`config.mk`:
```
export PLATFORM = sky130hd
export DESIGN_NAME = pbaq_ctl
export DESIGN_NICKNAME = d
export VERILOG_FILES = /design/src/rtl/pbaq_pkg.sv /design/src/rtl/pbaq_ctl.sv
export SDC_FILE = /design/constraint.sdc
export NUM_CORES = 1
export LEC_CHECK = 0
export ABC_AREA = 1
export BUFFER_PORTS_ARGS = -buffer_cell sky130_fd_sc_hd__buf_4
export CAP_MARGIN = 20
export CORE_AREA = 2 2 39 41
export CTS_BUF_LIST = sky130_fd_sc_hd__clkbuf_4
export CTS_CLUSTER_DIAMETER = 100
export DETAILED_ROUTE_END_ITERATION = 12
export DIE_AREA = 0 0 41 43
export PLACE_DENSITY = 0.53
export SYNTH_ARGS = -nofsm -noshare
export SYNTH_HDL_FRONTEND = slang
export SYNTH_SLANG_ARGS = --single-unit
```
`constraint.sdc`:
```
create_clock -name clock -period 1.2 [get_ports clock]
set_clock_uncertainty 0.2 [all_clocks]
set_input_delay 0.12 -clock clock [delete_from_list [all_inputs] [get_ports clock]]
set_output_delay 0.12 -clock clock [all_outputs]
set_load 0.01 [all_outputs]
```
`src/rtl/pbaq_pkg.sv`:
```
// Shared types, codes and constants of the box quantiser.
// No dependencies; used by the controller, datapath, top level and checker through scoped names.
`timescale 1ns / 1ps

package pbaq_pkg;

   localparam int RGB_W        = 8;
   localparam int IDX_W        = 4;
   localparam int THR_W        = 18;
   localparam int GLYPH_W      = 8;
   localparam int CSR_DATA_W   = 11;
   localparam int CSR_INDEX_W  = 1;
   localparam int ROW_W        = 10;
   localparam int HEIGHT_LIMIT = 1024;
   localparam int GLYPH_SEL_W  = 5;

   localparam logic [CSR_DATA_W-1:0] WIDTH_RESET  = 11'd640;
   localparam logic [CSR_DATA_W-1:0] HEIGHT_RESET = 11'd480;

   localparam logic [CSR_INDEX_W-1:0] CSR_IMAGE_WIDTH  = 1'b0;
   localparam logic [CSR_INDEX_W-1:0] CSR_IMAGE_HEIGHT = 1'b1;

   localparam logic OP_PIXEL = 1'b0;
   localparam logic OP_LEVEL = 1'b1;

   // weighted channel sum and its divide by three
   localparam int WSUM_W       = 19;
   localparam int BRIGHT_W     = 18;
   localparam int RECIP3_W     = 20;
   localparam int RECIP3_SHIFT = 21;
   localparam logic [9:0] WEIGHT_RED   = 10'd650;
   localparam logic [9:0] WEIGHT_GREEN = 10'd510;
   localparam logic [9:0] WEIGHT_BLUE  = 10'd475;
   localparam logic [RECIP3_W-1:0] RECIP3 = 20'd699051;

   localparam logic [GLYPH_W-1:0] GLYPH_NONE = 8'h2E;

   typedef enum logic [2:0] {
      ST_IDLE,
      ST_WEIGHT,
      ST_DIVIDE,
      ST_ACCUM,
      ST_SCAN,
      ST_EMIT
   } ctl_state_type;

   typedef struct packed {
      logic pix_accept;
      logic lvl_write;
      logic weight_en;
      logic divide_en;
      logic accum_en;
      logic scan_step;
      logic glyph_latch;
      logic out_load;
   } dp_cmd_type;

   typedef struct packed {
      logic emit;
      logic scan_hit;
      logic scan_last;
      logic out_free;
   } dp_status_type;

   function automatic logic [GLYPH_W-1:0] glyph_of(input logic [GLYPH_SEL_W-1:0] sel);
      logic [GLYPH_W-1:0] code;
      case (sel)
         5'd0:    code = 8'h60;
         5'd1:    code = 8'h7E;
         5'd2:    code = 8'h5E;
         5'd3:    code = 8'h21;
         5'd4:    code = 8'h3A;
         5'd5:    code = 8'h3B;
         5'd6:    code = 8'h28;
         5'd7:    code = 8'h2A;
         5'd8:    code = 8'h2B;
         5'd9:    code = 8'h5D;
         5'd10:   code = 8'h24;
         5'd11:   code = 8'h4F;
         5'd12:   code = 8'h23;
         default: code = 8'h40;
      endcase
      return code;
   endfunction

endpackage

```
`src/rtl/pbaq_ctl.sv`:
```
// Sequencer of the box quantiser: steps one item through the datapath.
// Depends on pbaq_pkg.
`timescale 1ns / 1ps

module pbaq_ctl (
   input  logic                   clock,
   input  logic                   reset,
   input  logic                   req_valid,
   output logic                   req_ready,
   input  logic                   req_opcode,
   output pbaq_pkg::dp_cmd_type   cmd,
   input  pbaq_pkg::dp_status_type sts
);

   pbaq_pkg::ctl_state_type state_ff;
   pbaq_pkg::ctl_state_type state_in;

   always_ff @(posedge clock) begin
      if (reset) begin
         state_ff <= pbaq_pkg::ST_IDLE;
      end else begin
         state_ff <= state_in;
      end
   end

   always_comb begin
      state_in  = state_ff;
      cmd       = '0;
      req_ready = 1'b0;
      case (state_ff)
         pbaq_pkg::ST_IDLE: begin
            req_ready = 1'b1;
            if (req_valid) begin
               if (req_opcode == pbaq_pkg::OP_PIXEL) begin
                  cmd.pix_accept = 1'b1;
                  state_in       = pbaq_pkg::ST_WEIGHT;
               end else begin
                  cmd.lvl_write = 1'b1;
               end
            end
         end
         pbaq_pkg::ST_WEIGHT: begin
            cmd.weight_en = 1'b1;
            state_in      = pbaq_pkg::ST_DIVIDE;
         end
         pbaq_pkg::ST_DIVIDE: begin
            cmd.divide_en = 1'b1;
            state_in      = pbaq_pkg::ST_ACCUM;
         end
         pbaq_pkg::ST_ACCUM: begin
            cmd.accum_en = 1'b1;
            state_in     = sts.emit ? pbaq_pkg::ST_SCAN : pbaq_pkg::ST_IDLE;
         end
         pbaq_pkg::ST_SCAN: begin
            // stop on the first matching level or after the last one
            if (sts.scan_hit || sts.scan_last) begin
               cmd.glyph_latch = 1'b1;
               state_in        = pbaq_pkg::ST_EMIT;
            end else begin
               cmd.scan_step = 1'b1;
            end
         end
         pbaq_pkg::ST_EMIT: begin
            if (sts.out_free) begin
               cmd.out_load = 1'b1;
               state_in     = pbaq_pkg::ST_IDLE;
            end
         end
         default: begin
            state_in = pbaq_pkg::ST_IDLE;
         end
      endcase
   end

endmodule

```
== Word level (Yosys, flattened, before mapping) ==
Index checks and enable logic that the tools add are counted.
W data, S select, Z words.

* $mul: 0
* Reduce and logical (&&, ||, !) cells: 3
* $lt $le $gt $ge: 0
* Div/mod/pow operators: 0
* Eq/ne operators: 9
* Add/sub/neg operators: 0
* Muxes and demuxes: 19
* Bitwise logic cells: 0
* Shift operators: 0

{| class="wikitable"
|+ Operators by type and width
! kind !! count
|-
| $pmux W3 S6 || 1
|-
| $mux W3 || 5
|-
| $mux W1 || 10
|-
| $ne A2 B2 Y1 const B || 4
|-
| $eq A3 B2 Y1 const B || 2
|-
| $eq A3 B3 Y1 const B || 2
|-
| $mux W2 || 3
|-
| $reduce_and A4 Y1 || 1
|-
| $eq A3 B1 Y1 const B || 1
|-
| $logic_not A3 Y1 || 1
|-
| $logic_or A1 B1 Y1 || 1
|}

* Latch bits: 0
* Logic and storage cells: 32
* RAM bits: 0
* Memories kept: 0
* Register bits after elaboration: 3
* ROM bits: 0
* Output and inout port bits: 9

== Depth between registers and ports, before layout ==
Gate-level depths: netlist of the first run.

* Word-level depth: 3
* Depth in mapped cells: 6
* Gate-level depth less buffers: 6

== Least setup slack after synthesis of the first run ==
No wires, ideal clock.

* Kind: register to output
* Start point: register state_ff[2]
* End point: output cmd[0] in the netlist's numbering
* Arrival time: 0.967 ns
* Setup slack: -0.087 ns
* Cell stages (with the launch flop): 4
* Required time: 0.880 ns
* Cells stage by stage: dfxtp_1 -> buf_2 -> inv_2 -> nor4_1

{| class="wikitable"
|+ RTL lines
! what !! RTL line !! RTL
|-
| start: declaration || pbaq_ctl.sv:15 || <nowiki>pbaq_pkg::ctl_state_type state_ff;</nowiki>
|-
| start signal: assignment || pbaq_ctl.sv:20 || <nowiki>state_ff <= pbaq_pkg::ST_IDLE;</nowiki>
|-
| start signal: assignment || pbaq_ctl.sv:22 || <nowiki>state_ff <= state_in;</nowiki>
|-
| end: declaration || pbaq_ctl.sv:11 || <nowiki>output pbaq_pkg::dp_cmd_type cmd,</nowiki>
|}

==> flow_metrics.env, run 1 <==
export IMPL_status="finished with violations"
export IMPL_violations="setup timing"
export IMPL_core_area_um2=1380
export IMPL_grt_usage_pct=10.3
export IMPL_die_height_um=43
export IMPL_fin_ws_ns=-0.189
export IMPL_p_leak_nw=0.272
export IMPL_synthTopCellsByCount="9 x nor2_1, 6 x nand2_1, 4 x inv_1"
export IMPL_cp_arrival_ns=1.07
export IMPL_cts_root_buf="clkbuf_4"
export IMPL_diodes=0
export IMPL_ios=17
export IMPL_end_kind="output port"
export IMPL_synth_ff_type="dfxtp_1"
export IMPL_path_delay_family="flip-flops"
export IMPL_synth_simple_area_share_pct=58.7
export IMPL_cts_tree="done"
export IMPL_synthesis_area_um2=245
export IMPL_max_slew_margin_rel_pct=85.4
export IMPL_crit_slowest_cell="dfxtp_4"
export IMPL_first_global_vias=320
export IMPL_ys_ff_latch=3
export IMPL_reg_largest_list="state_ff x3"
export IMPL_cts_max_path_buffers=2
export IMPL_synth_compound_area_share_pct=4.08
export IMPL_post_drt_wl_per_cell_um=8.84
export IMPL_rows=14
export IMPL_hold_depth=5
export IMPL_grt_overflow=0
export IMPL_drc_errors=0
export IMPL_cts_max_level=1
export IMPL_synthAdderAreaFrac_pct=0
export IMPL_grt_setup_unrepaired="yes"
export IMPL_yosysMostFrequentCell="nor2_1"
export IMPL_synth_edf_count=0
export IMPL_postSynthAreaPerCell_um2=6.29
export IMPL_die_x_um=41
export IMPL_min_to="state_ff[2]"
export IMPL_path_cells="nor2_4 -> nand2_2 -> nor2_1 -> buf_4"
export IMPL_placed_cells=73
export IMPL_regMostFlops="state_ff"
export IMPL_syn_nets=47
export IMPL_postPlaceCellArea_um2=409
export IMPL_antenna_found_initial=0
export IMPL_area_growth_pct=121
export IMPL_p_per_area_nw_per_um2=1120
export IMPL_fin_area_um2=542
export IMPL_clk_latency_ns=0.24
export IMPL_ir_worst_vdd_uv=423
export IMPL_start_kind="flop"
export IMPL_hold_class="in2reg"
export IMPL_worstMarginPinSlew_ns=0.219
export IMPL_vias_per_cell=3.98
export IMPL_start_util_pct=17.7
export IMPL_r2r_end="state_ff[2]"
export IMPL_post_route_min_period_ns=1.39
export IMPL_routed_wirelength_um=734
export IMPL_gp_congestion=0.737
export IMPL_reg2reg_slack_ns=-0.13
export IMPL_synth_xor_area_share_pct=0
export IMPL_ys_top_cells_by_area="dfxtp_1 24%, nor2_1 14%, nand2_1 9.2%"
export IMPL_crit_type="reg2out"
export IMPL_r2r_start="state_ff[1]"
export IMPL_layoutNonFillerInstCount=83
export IMPL_yosys_area_top_type="dfxtp_1"
export IMPL_slew_violations=0
export IMPL_port_buffers=16
export IMPL_crit_required_ns=0.88
export IMPL_drv_cap=0
export IMPL_grt_pass1_wl_um=1170
export IMPL_cts_sinks=3
export IMPL_cpPeakStageDelay_ns=0.36
export IMPL_cts_buffers_inserted=3
export IMPL_ys_warn_count=0
export IMPL_die_area_um2=1760
export IMPL_drtIter0Drc=2
export IMPL_postSynthCellCount=39
export IMPL_synth_top_family_by_area="simple AND/OR/NAND/NOR gates"
export IMPL_drtAntennaViolNets=0
export IMPL_fin_crit_sh_pct=116
export IMPL_fmax_mhz=720
export IMPL_setup_viol=11
export IMPL_r2r_cells=6
export IMPL_yosysSeqAreaShare_pct=24.5
export IMPL_grt_max_degree=8
export IMPL_vias=330
export IMPL_nets=76
export IMPL_drive_gt1_share_pct=67.2
export IMPL_dp_hpwl_um=523
export IMPL_drtPass1Iterations=2
export IMPL_hold_viol=0
export IMPL_path_max_fanout=6
export IMPL_synthMuxAreaShare_pct=0
export IMPL_largest_reg_flops=3
export IMPL_hold_start="sts[3]"
export IMPL_synthArstFlopShare_pct=0
export IMPL_cp_num_buf_inv=1
export IMPL_netlist_area_leader_share_pct=24.5
export IMPL_synth_cell_types=15
export IMPL_fill_cells=159
export IMPL_clkTransAtPathRegs_ns=0.04
[how the worst max path moves through the flow]
stage / to / startpoint / depth (start not counted)
2_1_floorplan: cmd[0] / state_ff[2] / 3
3_3_place_gp: state_ff[2] / state_ff[1] / 5
3_5_place_dp: state_ff[2] / state_ff[1] / 5
4_1_cts: cmd[6] / state_ff[0] / 4
5_1_grt: cmd[1] / state_ff[1] / 4
6_report: cmd[6] / state_ff[1] / 4
[timing repair]
item | CTS | global route
hold buffers | 1 | 0
resized for setup | 14 | 3
gates cloned | 0 | 0
buffers inserted | 2 | 3
setup endpoints to repair | 10 | 12
pin swaps | 7 | 6
endpoints found under the hold margin | 3 | 0
[worst min-delay path, delay by kind of cell]
kind | cells | cell delay (ns)
and+or+nand+nor | 3 | 0.23
AOI/OAI and AO/OA | 1 | 0.06
buffers and inverters | 1 | 0.08
[metrics by stage]
stage                     util [%]  hold WS [ns]  setup slack [ns]  power (mW)  setup TNS (ns)
after CTS                     36.9        0.0745            -0.189       0.593           -1.43
after global routing          39.2         0.116            -0.267       0.660           -2.44
after global placement        29.6         0.103           -0.0255       0.314         -0.0589
final                         39.2        0.0812            -0.189       0.608           -1.64
after detailed placement      29.6         0.103           -0.0311       0.316         -0.0523
after floorplan                  -      -0.00762           0.00790       0.229               0
[cells by family (layout without fill, tap and decap cells)]
kind of cell	after synthesis	after routing
DFF	3	3
buffers and inverters	8	36
and+or+nand+nor	26	26
AOI/OAI and AO/OA	2	2
[routing by layer]
metal	vias to the layer above	track usage, %	part of all wire [%]
met1	142	11.9	45
met3	0	4.71	5.4
met2	7	14.1	49
li1	181	-	-
met4	0	8.00	0
met5	-	0	0
[cell type report]
cell class	instances	area, um^2	share of cell area (%)
timing repair buffer	25	205	37.9
multi-input combinational	28	189	34.9
sequential	3	68.8	12.7
clock buffer	4	30.0	5.54
inverter	7	28.8	5.31
tap	16	20.0	3.70
[cell usage in the layout, fill, tap and decap left out, types with 2 or more instances in the layout]
master    count
buf_4        20
buf_6         4
clkbuf_4      4
dfxtp_4       2
inv_1         4
inv_2         2
nand2_1       4
nand2_2       2
nand3_2       2
nand4_1       2
nor2_1        8
nor3_4        2
[power breakdown]
| part | switching [mW] | total, mW | internal (mW) |
|---|---|---|---|
| clock network | 0.0612 | 0.209 | 0.148 |
| logic | 0.117 | 0.263 | 0.146 |
| registers | 0.0216 | 0.136 | 0.114 |
| total | 0.200 | 0.608 | 0.408 |
Note: power is estimated with default switching activity, not from simulation.
==> inputs of run 2 (changes only) <==
CTS_BUF_LIST = not set   (was sky130_fd_sc_hd__clkbuf_4)
==> run 2 against run 1 <==
  * The run still ends with setup timing left
  * Global-route usage is the same
  * Critical endpoint unchanged
  * Via count is the same
  * Utilization shrank 0.27 points
  * Clock power shrank 11%
  * Combinational power is essentially flat
  * Sequential share of layout area grew 0.089 points
  * Non-clock buffer count is the same
  * Sequential power is essentially flat
  * Die area is the same
  * Critical path depth is the same
  * Count of clock-buffer cells in the layout is the same
  * Hold slack gained 0.0010 ns
==> flow_metrics.env, run 2 (synthesis gave the netlist of run 1 again) <==
export IMPL_cpPeakStageDelay_ns=0.36
export IMPL_reg_largest_list="state_ff x3"
export IMPL_dp_hpwl_um=523
export IMPL_slew_violations=0
export IMPL_fill_cells=160
export IMPL_hold_class="in2reg"
export IMPL_gp_congestion=0.737
export IMPL_grt_pass1_wl_um=1170
export IMPL_regMostFlops="state_ff"
export IMPL_grt_usage_pct=10.3
export IMPL_die_height_um=43
export IMPL_path_cells="nor2_4 -> nand2_2 -> nor2_1 -> buf_4"
export IMPL_max_slew_margin_rel_pct=85.4
export IMPL_core_area_um2=1380
export IMPL_drtAntennaViolNets=0
export IMPL_fin_ws_ns=-0.188
export IMPL_vias=330
export IMPL_hold_depth=5
export IMPL_crit_slowest_cell="dfxtp_4"
export IMPL_ios=17
export IMPL_post_route_min_period_ns=1.39
export IMPL_status="finished with violations"
export IMPL_cts_sinks=3
export IMPL_grt_overflow=0
export IMPL_worstMarginPinSlew_ns=0.219
export IMPL_postPlaceCellArea_um2=409
export IMPL_cts_root_buf="clkbuf_4"
export IMPL_drtIter0Drc=2
export IMPL_whs_ns=0.0822
export IMPL_drtPass1Iterations=2
export IMPL_port_buffers=16
export IMPL_placed_cells=73
export IMPL_cp_arrival_ns=1.07
export IMPL_clk_latency_ns=0.24
export IMPL_fin_crit_sh_pct=116
export IMPL_ir_worst_vdd_uv=420
export IMPL_post_drt_wl_per_cell_um=8.83
export IMPL_die_x_um=41
export IMPL_p_per_area_nw_per_um2=1090
export IMPL_largest_reg_flops=3
export IMPL_power_mw=0.585
export IMPL_cts_max_level=1
export IMPL_crit_type="reg2out"
export IMPL_path_max_fanout=6
export IMPL_drc_errors=0
export IMPL_setup_viol=11
export IMPL_vias_per_cell=3.98
export IMPL_grt_max_degree=8
export IMPL_area_growth_pct=119
export IMPL_reg2reg_slack_ns=-0.13
export IMPL_hold_viol=0
export IMPL_violations="setup timing"
export IMPL_cts_buffers_inserted=3
export IMPL_drv_cap=0
export IMPL_fin_area_um2=538
export IMPL_fmax_mhz=720
export IMPL_rows=14
export IMPL_diodes=0
export IMPL_clkTransAtPathRegs_ns=0.04
export IMPL_r2r_cells=6
export IMPL_die_area_um2=1760
export IMPL_nets=76
export IMPL_routed_wirelength_um=733
export IMPL_cts_tree="done"
export IMPL_mostFrequentLayoutCell="buf_4"
export IMPL_grt_setup_unrepaired="yes"
export IMPL_cp_depth=4
export IMPL_end_kind="output port"
export IMPL_cts_max_path_buffers=2
export IMPL_mostFrequentLayoutCells="20 x buf_4, 8 x nor2_1, 4 x inv_1, 4 x nand2_1, 4 x buf_6"
export IMPL_drive_gt1_share_pct=65.7
export IMPL_start_util_pct=17.7
export IMPL_antenna_found_initial=0
export IMPL_path_delay_family="flip-flops"
export IMPL_p_leak_nw=0.269
export IMPL_start_kind="flop"
export IMPL_layoutNonFillerInstCount=83
export IMPL_first_global_vias=320
export IMPL_crit_required_ns=0.88
export IMPL_cp_num_buf_inv=1
run 2: cell counts in the layout (fill, tap and decap cells not counted):
No cell type changed its count.
run 2: layout make-up:
class                      count  area, um^2  area share [%]
inverter                       7        28.8            5.35
sequential                     3        68.8            12.8
multi-input combinational     28         189            35.1
clock buffer                   4        26.3            4.88
tap                           16        20.0            3.72
timing repair buffer          25         205            38.1
run 2: path summary, 6_finish.rpt:
| path | endpoint | start |
|---|---|---|
| worst max-delay path | cmd[6] | state_ff[1] |
| worst min-delay path | state_ff[2] | sts[3] |
| worst max register to register | state_ff[2] | state_ff[1] |
| worst min register to register | state_ff[0] | state_ff[1] |
run 2: metal layers:
| layer | up-vias | GRT usage, % | wire length (um) |
|---|---|---|---|
| met1 | 142 | 11.9 | 334 |
| met3 | 0 | 4.71 | 40 |
| met5 | - | 0 | 0 |
| li1 | 181 | - | - |
| met2 | 7 | 14.1 | 358 |
| met4 | 0 | 8.00 | 0 |
run 2: worst min-delay path, stage by stage:
cell,delay (ns)
buf_4,0.08
nand4_1,0.08
nand2_1,0.08
a21oi_2,0.06
nor2_1,0.07
run 2: where the power goes:
group / leakage (nW) / switching, mW / total, mW / internal [mW]
logic: 0.227 / 0.117 / 0.263 / 0.146
clock network: 0.0150 / 0.0610 / 0.186 / 0.125
registers: 0.0264 / 0.0216 / 0.136 / 0.114
total: 0.269 / 0.200 / 0.585 / 0.385
run 2: what timing repair did:
| action | in CTS | in global routing |
|---|---|---|
| setup endpoints to repair | 10 | 12 |
| endpoints found under the hold margin | 3 | 0 |
| buffers inserted | 2 | 3 |
| gates resized for setup | 14 | 3 |
| pin swaps | 7 | 6 |
| hold buffers | 1 | 0 |
run 2: metrics by stage:
stage / worst slack, ns / utilization [%] / setup TNS, ns
floorplan: 0.00790 / - / 0
global placement: -0.0255 / 29.6 / -0.0589
detailed placement: -0.0311 / 29.6 / -0.0523
CTS: -0.186 / 36.6 / -1.41
global route: -0.265 / 38.9 / -2.42
finish: -0.188 / 38.9 / -1.64
==> inputs of run 3 (changes only) <==
PLACE_DENSITY = 0.43   (was 0.53)
==> run 3 against run 2 <==
  * The flow still finishes with violations (setup timing)
  * Critical path depth did not move
  * Register-to-register slack is essentially flat
  * Maximum frequency is 0.34% higher
  * Combinational power about the same
  * Clock power down 8%
  * Flip-flop and latch count is the same
  * Largest cell class unchanged
==> flow_metrics.env, run 3 (synthesis gave the netlist of run 1 again) <==
export IMPL_first_global_vias=356
export IMPL_cts_tree="done"
export IMPL_clk_latency_ns=0.23
export IMPL_nets=78
export IMPL_vias=347
export IMPL_path_max_fanout=5
export IMPL_dp_hpwl_um=523
export IMPL_ios=17
export IMPL_drc_errors=0
export IMPL_largest_reg_flops=3
export IMPL_fmax_mhz=723
export IMPL_port_buffers=16
export IMPL_crit_required_ns=0.88
export IMPL_core_area_um2=1380
export IMPL_fin_crit_sh_pct=115
export IMPL_grt_usage_pct=10.1
export IMPL_max_slew_margin_rel_pct=87.1
export IMPL_grt_max_degree=6
export IMPL_mostFrequentLayoutCells="22 x buf_4, 8 x nor2_1, 4 x nand2_1, 4 x buf_6"
export IMPL_rows=14
export IMPL_hold_viol=0
export IMPL_antenna_found_initial=0
export IMPL_hold_class="in2reg"
export IMPL_regMostFlops="state_ff"
export IMPL_p_leak_nw=0.283
export IMPL_power_share_combinational_pct=45.9
export IMPL_diodes=0
export IMPL_drtPass1Iterations=1
export IMPL_whs_ns=0.108
export IMPL_switchingPower_mw=0.193
export IMPL_cts_max_path_buffers=2
export IMPL_post_route_min_period_ns=1.38
export IMPL_sequentialPowerShare_pct=24.5
export IMPL_layoutNonFillerInstCount=85
export IMPL_vias_per_cell=4.08
export IMPL_p_sw_share_pct=33.3
export IMPL_reg_largest_list="state_ff x3"
export IMPL_ir_worst_vdd_uv=377
export IMPL_die_x_um=41
export IMPL_cts_sinks=3
export IMPL_worstMarginPinSlew_ns=0.192
export IMPL_die_height_um=43
export IMPL_cts_buffers_inserted=3
export IMPL_cts_root_buf="clkbuf_4"
export IMPL_violations="setup timing"
export IMPL_drtAntennaViolNets=0
export IMPL_clkTransAtPathRegs_ns=0.03
export IMPL_cts_max_level=1
export IMPL_power_mw=0.579
export IMPL_status="finished with violations"
export IMPL_drv_cap=0
export IMPL_mostFrequentLayoutCell="buf_4"
export IMPL_end_kind="output port"
export IMPL_slew_violations=0
export IMPL_grt_pass1_wl_um=1240
export IMPL_routed_wirelength_um=750
export IMPL_gp_congestion=0.687
export IMPL_intPower_mw=0.386
export IMPL_drtIter0Drc=0
export IMPL_grt_overflow=0
export IMPL_cp_arrival_ns=1.06
export IMPL_crit_type="reg2out"
export IMPL_start_util_pct=17.7
export IMPL_setup_viol=11
export IMPL_p_per_area_nw_per_um2=1010
export IMPL_drive_gt1_share_pct=69.6
export IMPL_fin_ws_ns=-0.184
export IMPL_area_growth_pct=134
export IMPL_placed_cells=74
export IMPL_clkPwrFrac_pct=29.6
export IMPL_start_kind="flop"
export IMPL_post_drt_wl_per_cell_um=8.82
export IMPL_grt_setup_unrepaired="yes"
export IMPL_die_area_um2=1760
==> run 3: changes by cell type in the layout (fill, tap and decap cells not counted), sizes merged <==
cell	change
buf	+2
==> run 3: worst max-delay path, cell delays in order (launching register included) <==
cell and delay (ns):
dfxtp_4 0.37, nor2_4 0.16, nand2_2 0.09, nor2_1 0.09
buf_4 0.12
==> run 3: final cells by class <==
class / count / area (um^2)
clock buffer: 4 / 26.3
fill: 150 / 811
inverter: 7 / 33.8
multi-input combinational: 28 / 201
sequential: 3 / 71.3
tap: 16 / 20.0
timing repair buffer: 27 / 220
==> run 3: routing by layer <==
metal  wire [um]  global-route usage, %  vias to the layer above
met5           0                      0                        -
met3          34                   3.14                        0
li1            -                      -                      186
met4           0                   4.00                        0
met2         435                   17.5                        8
met1         280                   10.5                      153
==> run 3: through the flow <==
stage | setup WS (ns) | utilization (%) | setup TNS [ns] | cell area (um^2)
3_3_place_gp | -0.0332 | 30.1 | -0.0507 | 417
6_report | -0.184 | 41.4 | -1.44 | 573
2_1_floorplan | 0.00790 | - | 0 | 251
4_1_cts | -0.165 | 38.2 | -1.24 | 528
3_5_place_dp | -0.0249 | 30.1 | -0.0249 | 417
5_1_grt | -0.234 | 41.4 | -2.06 | 573
==> run 3: path summary, 6_finish.rpt <==
path	from	endpoint	slack (ns)	cells after the start
max	state_ff[1]	cmd[7]	-0.18	4
min	sts[3]	state_ff[2]	0.11	5
max reg2reg	state_ff[1]	state_ff[2]	-0.12	6
min reg2reg	state_ff[2]	state_ff[1]	0.40	3
==> run 3: timing repair <==
item                                    CTS  global route
buffers inserted                          4             2
endpoints found under the setup margin   10            12
pin swaps                                 6             5
hold buffers                              1             0
resized for setup                        16             7
endpoints found under the hold margin     3             0
==> run 3: power groups by stage <==
stage / Clock, mW / Sequential (mW) / Combinational (mW)
floorplan: 0 / 0.133 / 0.0962
global placement: 0 / 0.135 / 0.182
detailed placement: 0 / 0.134 / 0.181
CTS: 0.178 / 0.137 / 0.234
global route: 0.195 / 0.144 / 0.289
finish: 0.171 / 0.142 / 0.266
